## config.mk

```make
export PLATFORM = sky130hd
export DESIGN_NAME = brs_alu
export DESIGN_NICKNAME = d
export VERILOG_FILES = /design/src/hdl/backoff_rule_scheduler_unit_assert.svh /design/src/hdl/brs_pkg.sv /design/src/hdl/brs_alu.sv
export SDC_FILE = /design/constraint.sdc
export NUM_CORES = 1
export LEC_CHECK = 0
export ABC_AREA = 1
export BUFFER_PORTS_ARGS = -buffer_cell sky130_fd_sc_hd__buf_2
export CAP_MARGIN = 20
export CORE_AREA = 2 2 146 148
export DETAILED_ROUTE_END_ITERATION = 12
export DIE_AREA = 0 0 148 150
export GPL_ROUTABILITY_DRIVEN = 0
export PLACE_DENSITY = 0.75
export SLEW_MARGIN = 40
export SYNTH_ARGS = -nofsm -noshare
export SYNTH_HDL_FRONTEND = slang
export SYNTH_SLANG_ARGS = --single-unit
```

## constraint.sdc

```tcl
create_clock -name vclk -period 4.1
set_input_delay 0.205 -clock vclk [all_inputs]
set_output_delay 0.205 -clock vclk [all_outputs]
set_load 0.01 [all_outputs]
```

## src/hdl/backoff_rule_scheduler_unit_assert.svh

```systemverilog
// ----------------------------------------------------------------------------
// backoff rule scheduler assertion macros
// concurrent checks that vanish in synthesis builds
// ----------------------------------------------------------------------------
`ifndef BACKOFF_RULE_SCHEDULER_UNIT_ASSERT_SVH
`define BACKOFF_RULE_SCHEDULER_UNIT_ASSERT_SVH

`ifndef SYNTHESIS

// check with reset disabling the property
`define BRS_ASSERT(lbl, clk, rst_n, prop) \
    lbl: assert property (@(posedge clk) disable iff (!rst_n) prop) \
        else $error("backoff rule scheduler check failed");

// check that also holds across reset
`define BRS_ASSERT_ALWAYS(lbl, clk, prop) \
    lbl: assert property (@(posedge clk) prop) \
        else $error("backoff rule scheduler check failed");

`else

`define BRS_ASSERT(lbl, clk, rst_n, prop)
`define BRS_ASSERT_ALWAYS(lbl, clk, prop)

`endif

`endif

```

## src/hdl/brs_pkg.sv

```systemverilog
// ----------------------------------------------------------------------------
// backoff rule scheduler package
// opcodes, transaction types and shared helpers
// ----------------------------------------------------------------------------
package brs_pkg;

    localparam int OP_W   = 2;
    localparam int IDX_W  = 6;
    localparam int WORD_W = 32;

    localparam logic [OP_W-1:0] OP_INIT   = 2'd0;
    localparam logic [OP_W-1:0] OP_QUERY  = 2'd1;
    localparam logic [OP_W-1:0] OP_REPORT = 2'd2;

    localparam logic [WORD_W-1:0] WORD_SAT = 32'hFFFF_FFFF;
    localparam logic [WORD_W-1:0] WORD_ONE = 32'd1;

    typedef struct packed {
        logic [OP_W-1:0]   opcode;
        logic [IDX_W-1:0]  rule_index;
        logic [WORD_W-1:0] match_count;
        logic [WORD_W-1:0] initial_limit;
    } t_in_item;

    typedef struct packed {
        logic              is_banned;
        logic [WORD_W-1:0] apply_count;
        logic [WORD_W-1:0] head_take;
        logic [WORD_W-1:0] tail_start;
        logic              throttled;
    } t_out_item;

    // per rule backoff state, set to STATE_RESET after reset
    typedef struct packed {
        logic [WORD_W-1:0] ban_countdown;
        logic [WORD_W-1:0] next_ban_length;
    } t_rule_state;

    localparam t_rule_state STATE_RESET = '{ban_countdown: '0, next_ban_length: WORD_ONE};

    // write request from the update logic to the rule table
    typedef struct packed {
        logic              state_we;
        logic              budget_we;
        logic [IDX_W-1:0]  addr;
        t_rule_state       state;
        logic [WORD_W-1:0] budget;
    } t_tbl_wr;

    function automatic logic [WORD_W-1:0] sat_double(input logic [WORD_W-1:0] v);
        logic [WORD_W-1:0] r;
        if (v[WORD_W-1]) begin
            r = WORD_SAT;
        end else begin
            r = {v[WORD_W-2:0], 1'b0};
        end
        return r;
    endfunction

endpackage

```

## src/hdl/brs_alu.sv

```systemverilog
// ----------------------------------------------------------------------------
// backoff rule scheduler update logic
// decodes one transaction against the rule state, forms result and write back
// ----------------------------------------------------------------------------
module brs_alu (
    input  logic                        i_backoff_enable,
    input  brs_pkg::t_in_item           i_item,
    input  logic                        i_hit,
    input  brs_pkg::t_rule_state        i_state,
    input  logic [brs_pkg::WORD_W-1:0]  i_budget,
    output brs_pkg::t_out_item          o_result,
    output brs_pkg::t_tbl_wr            o_wr
);

    logic [brs_pkg::WORD_W-1:0] s_eff_budget;
    logic [brs_pkg::WORD_W-1:0] s_half;
    logic [brs_pkg::WORD_W-1:0] s_upper;
    logic [brs_pkg::WORD_W-1:0] s_nbl_half;
    logic                       s_over;

    assign s_eff_budget = i_backoff_enable ? i_budget : i_item.match_count;
    assign s_over       = (i_item.match_count > s_eff_budget);
    assign s_half       = s_eff_budget >> 1;
    // upper half of the budget, rounded up
    assign s_upper      = s_half + {{(brs_pkg::WORD_W-1){1'b0}}, s_eff_budget[0]};
    assign s_nbl_half   = i_state.next_ban_length >> 1;

    always_comb begin
        o_result       = '0;
        o_wr           = '0;
        o_wr.addr      = i_item.rule_index;
        o_wr.state     = i_state;
        o_wr.budget    = i_budget;
        if (i_hit) begin
            unique case (i_item.opcode)
                brs_pkg::OP_INIT: begin
                    o_wr.state_we  = 1'b1;
                    o_wr.budget_we = 1'b1;
                    o_wr.state     = brs_pkg::STATE_RESET;
                    o_wr.budget    = i_item.initial_limit;
                end
                brs_pkg::OP_QUERY: begin
                    if (i_backoff_enable && (i_state.ban_countdown != '0)) begin
                        o_result.is_banned       = 1'b1;
                        o_wr.state_we            = 1'b1;
                        o_wr.state.ban_countdown = i_state.ban_countdown
                                                   - brs_pkg::WORD_ONE;
                    end
                end
                brs_pkg::OP_REPORT: begin
                    if (s_over) begin
                        o_result.apply_count       = s_eff_budget;
                        o_result.head_take         = s_half;
                        o_result.tail_start        = i_item.match_count - s_upper;
                        o_result.throttled         = 1'b1;
                        o_wr.state_we              = 1'b1;
                        o_wr.budget_we             = 1'b1;
                        o_wr.state.ban_countdown   = i_state.next_ban_length;
                        o_wr.state.next_ban_length =
                            brs_pkg::sat_double(i_state.next_ban_length);
                        o_wr.budget                = brs_pkg::sat_double(i_budget);
                    end else begin
                        o_result.apply_count = i_item.match_count;
                        o_result.head_take   = i_item.match_count;
                        o_result.tail_start  = i_item.match_count;
                        if (i_backoff_enable) begin
                            o_wr.state_we              = 1'b1;
                            o_wr.state.next_ban_length = (s_nbl_half == '0)
                                                         ? brs_pkg::WORD_ONE : s_nbl_half;
                        end
                    end
                end
                default: begin
                    // unused opcode leaves everything untouched
                end
            endcase
        end
    end

endmodule

```

==> impl_metrics.xml <==
<?xml version="1.0" encoding="UTF-8"?>
<metrics>
  <group name="drt">
    <metric name="vias_per_cell" unit="">5.61</metric>
    <metric name="drtIter0Drc" unit="">1620</metric>
    <metric name="remaining_antenna_violation_count" unit="">0</metric>
    <metric name="avgRoutedWirePerCell" unit="um">16.3</metric>
    <metric name="routed_wirelength" unit="mm">40.6</metric>
    <metric name="remaining_drc_errors" unit="">0</metric>
    <metric name="vias" unit="">14000</metric>
    <metric name="drtPass1Iterations" unit="">6</metric>
  </group>
  <group name="grt">
    <metric name="grt_antenna_before_repair" unit="">1</metric>
    <metric name="global_route.usage.total" unit="">0.344</metric>
    <metric name="via_count_of_the_first_global_routing_pass" unit="">12500</metric>
    <metric name="globalRoute.totalOverflow" unit="">0</metric>
    <metric name="grt_start_max_net_pins" unit="">66</metric>
    <metric name="grt_first_pass_wirelength" unit="mm">62.7</metric>
  </group>
  <group name="floorplanning">
    <metric name="dieHeight" unit="um">150</metric>
    <metric name="rows" unit="">53</metric>
    <metric name="core" unit="mm^2">0.0207</metric>
    <metric name="fp.dieArea" unit="mm^2">0.0222</metric>
    <metric name="die_x" unit="um">148</metric>
    <metric name="floorplan.initialDensity" unit="">0.456</metric>
    <metric name="io_pins" unit="">372</metric>
  </group>
  <group name="timing">
    <metric name="period_share" unit="">0.933</metric>
    <metric name="finalMaxSlewViolations" unit="">0</metric>
    <metric name="fin_worst_hold_slack" unit="ns">0.410</metric>
    <metric name="setup_viol_count_final" unit="">0</metric>
    <metric name="relSlewSlack" unit="">0.449</metric>
    <metric name="setup-tns-final" unit="ns">0</metric>
    <metric name="max_clock_freq" unit="MHz">261</metric>
    <metric name="grt_setup_unrepaired" unit="">false</metric>
    <metric name="tightest_slew" unit="ns">0.826</metric>
    <metric name="report.final.hold_viol_count" unit="">0</metric>
    <metric name="finalCriticalPeriod" unit="ns">3.83</metric>
  </group>
  <group name="hold_path">
    <metric name="whs_path_depth" unit="">0</metric>
    <metric name="min-delay-path-class" unit="">in -&gt; out</metric>
    <metric name="worst_case_hold_path_end_point" unit="">o_wr[100]</metric>
    <metric name="hold_path.startpoint" unit="">i_item[68]</metric>
  </group>
  <group name="synth">
    <metric name="synth_cells" unit="">1941</metric>
    <metric name="yosysTopAreaCell" unit="">sky130_fd_sc_hd__nand2_1</metric>
    <metric name="synth.lib_cells_used.distinct" unit="">42</metric>
    <metric name="post_synth.cell_area_avg" unit="um^2">4.86</metric>
    <metric name="synth_top_area_share" unit="">0.208</metric>
    <metric name="synth_area" unit="mm^2">0.00943</metric>
    <metric name="portion_of_the_post_synthesis_area_used_by_sequential_elements" unit="">0</metric>
    <metric name="synth_nets" unit="">2207</metric>
    <metric name="synth.most_common_cell" unit="">sky130_fd_sc_hd__nand2_1</metric>
    <metric name="synthesis.yosys.warnings" unit="">0</metric>
    <metric name="leading_cell_types_by_total_area_after_synthesis" unit="">sky130_fd_sc_hd__nand2_1, sky130_fd_sc_hd__ha_1, sky130_fd_sc_hd__nor2_1</metric>
    <metric name="synth.top_cells.by_count" unit="">sky130_fd_sc_hd__nand2_1, sky130_fd_sc_hd__nor2_1, sky130_fd_sc_hd__inv_1</metric>
  </group>
  <group name="power">
    <metric name="p_leak" unit="nW">6.72</metric>
    <metric name="power" unit="mW">1.90</metric>
    <metric name="irDropWorstVdd" unit="mV">0.120</metric>
    <metric name="power.density" unit="mW/mm^2">168</metric>
  </group>
  <group name="final_layout">
    <metric name="sequential_area" unit="um^2">0</metric>
    <metric name="number_of_flip_flops_and_latches" unit="">0</metric>
    <metric name="clockBufferCount" unit="">0</metric>
    <metric name="post_route_cells_drive_above_1_share" unit="">0.186</metric>
    <metric name="antennaDiodeCount" unit="">0</metric>
    <metric name="post-route-util" unit="">0.546</metric>
    <metric name="area_growth" unit="%">19.8</metric>
    <metric name="num-nets-final" unit="">2489</metric>
  </group>
  <group name="place">
    <metric name="post-dp-hpwl" unit="mm">32.5</metric>
    <metric name="port_buffers" unit="">360</metric>
  </group>
  <group name="run_status">
    <metric name="result_of_the_run" unit="">finished clean</metric>
  </group>
  <group name="worst_setup_path">
    <metric name="worstPathMaxFanout" unit="">65</metric>
    <metric name="cp_data_arrival_time" unit="ns">3.62</metric>
    <metric name="worst_setup_path_end_kind" unit="">output pin</metric>
    <metric name="critical_path_class" unit="">in -&gt; out</metric>
    <metric name="crit_path_start_kind" unit="">input pin</metric>
    <metric name="worst_ep_required_time" unit="ns">3.89</metric>
  </group>
  <group name="clock_network">
    <metric name="cts_hold_buf" unit="">0</metric>
    <metric name="post_cts_buffers" unit="">0</metric>
  </group>
  <group name="run">
    <metric name="number_of_violations_of_the_max_capacitance_limit" unit="">0</metric>
  </group>
</metrics>
==> power breakdown <==
part	internal [mW]	leakage [nW]	switching [mW]
Clock	0	0	0
Sequential	0	0	0
Combinational	0.626	6.72	1.27
Total	0.626	6.72	1.27
==> final cells by class <==
type | instances | area, um^2
fillers | 2248 | 9390
multi-input cells | 1551 | 7890
repair buffers | 378 | 1960
inverters | 292 | 1100
well taps | 275 | 344
==> worst max-delay path, stage by stage <==
cell and delay (ns):
sky130_fd_sc_hd__clkbuf_4 0.41, sky130_fd_sc_hd__o21ai_0 0.23, sky130_fd_sc_hd__ha_1 0.34, sky130_fd_sc_hd__nand2_1 0.07, sky130_fd_sc_hd__nor2_1 0.14, sky130_fd_sc_hd__nand4_1 0.19, sky130_fd_sc_hd__nor2_1 0.38, sky130_fd_sc_hd__nand4_4 0.16
sky130_fd_sc_hd__buf_4 0.39, sky130_fd_sc_hd__nand3_2 0.25, sky130_fd_sc_hd__inv_2 0.23, sky130_fd_sc_hd__nand2_1 0.12, sky130_fd_sc_hd__nand3_1 0.07, sky130_fd_sc_hd__o21ai_1 0.15, sky130_fd_sc_hd__buf_2 0.17
==> how the worst max path moves through the flow <==
stage | start | to | cells past startpoint | slack, ns
6_report | i_backoff_enable | o_wr[59] | 15 | 0.27
2_1_floorplan | i_backoff_enable | o_result[30] | 17 | 0.93
3_5_place_dp | i_backoff_enable | o_result[31] | 17 | 0.13
3_3_place_gp | i_backoff_enable | o_result[31] | 17 | 0.21
5_1_grt | i_backoff_enable | o_wr[59] | 15 | 0.10
4_1_cts | i_backoff_enable | o_result[31] | 17 | 0.13
==> metrics by stage <==
| stage | setup WS (ns) | cell area (um^2) | std cells |
|---|---|---|---|
| after CTS | 0.128 | 11300 | 2496 |
| after global placement | 0.210 | 11300 | 2496 |
| after floorplan | 0.931 | 9430 | 1941 |
| final | 0.274 | 11300 | 2496 |
| after global routing | 0.105 | 11300 | 2496 |
| after detailed placement | 0.134 | 11300 | 2496 |
==> layer usage <==
| metal | GRT usage | share of wire | wire (um) |
|---|---|---|---|
| met4 | 0.169 | 0.053 | 2150 |
| met1 | 0.445 | 0.39 | 15900 |
| met3 | 0.0524 | 0.11 | 4480 |
| met5 | 0 | 0.00032 | 13 |
| met2 | 0.558 | 0.45 | 18100 |
==> what timing repair did <==
action                     CTS  global route
hold endpoints to repair     0             0
resized for setup            0             2
setup endpoints to repair    0            37
==> cells by family (layout without fill, tap and decap cells) <==
group | Yosys count | in the layout | share of synthesized area
adders and majority gates | 96 | 96 | 0.129
AOI/OAI and AO/OA | 326 | 326 | 0.188
xor gates and xnor gates | 44 | 44 | 0.0409
buffers and inverters | 390 | 670 | 0.167
and+or+nand+nor | 1085 | 1085 | 0.476
==> placed cells by master (no fill, tap or decap), types with 2 or more instances in the layout <==
cell type	instances
sky130_fd_sc_hd__o211ai_2	9
sky130_fd_sc_hd__nand2_1	523
sky130_fd_sc_hd__inv_1	281
sky130_fd_sc_hd__nor2_4	3
sky130_fd_sc_hd__nor4_1	10
sky130_fd_sc_hd__a21o_1	5
sky130_fd_sc_hd__buf_4	16
sky130_fd_sc_hd__a21oi_1	109
sky130_fd_sc_hd__nor2_2	5
sky130_fd_sc_hd__xor2_1	30
sky130_fd_sc_hd__o21a_1	2
sky130_fd_sc_hd__fa_1	2
sky130_fd_sc_hd__o21ai_0	120
sky130_fd_sc_hd__buf_2	359
sky130_fd_sc_hd__ha_1	94
sky130_fd_sc_hd__nand2_2	2
sky130_fd_sc_hd__a21boi_0	2
sky130_fd_sc_hd__inv_2	9
sky130_fd_sc_hd__o21ai_1	59
sky130_fd_sc_hd__nor3_1	18
sky130_fd_sc_hd__o21bai_1	2
sky130_fd_sc_hd__nor2_1	299
sky130_fd_sc_hd__nand2_4	2
sky130_fd_sc_hd__and3_1	2
sky130_fd_sc_hd__nand3_2	2
sky130_fd_sc_hd__nand3_1	193
sky130_fd_sc_hd__buf_12	2
sky130_fd_sc_hd__xnor2_1	14
sky130_fd_sc_hd__o211ai_1	13
sky130_fd_sc_hd__nand4_1	21
Note: power is estimated with default switching activity, not from simulation.
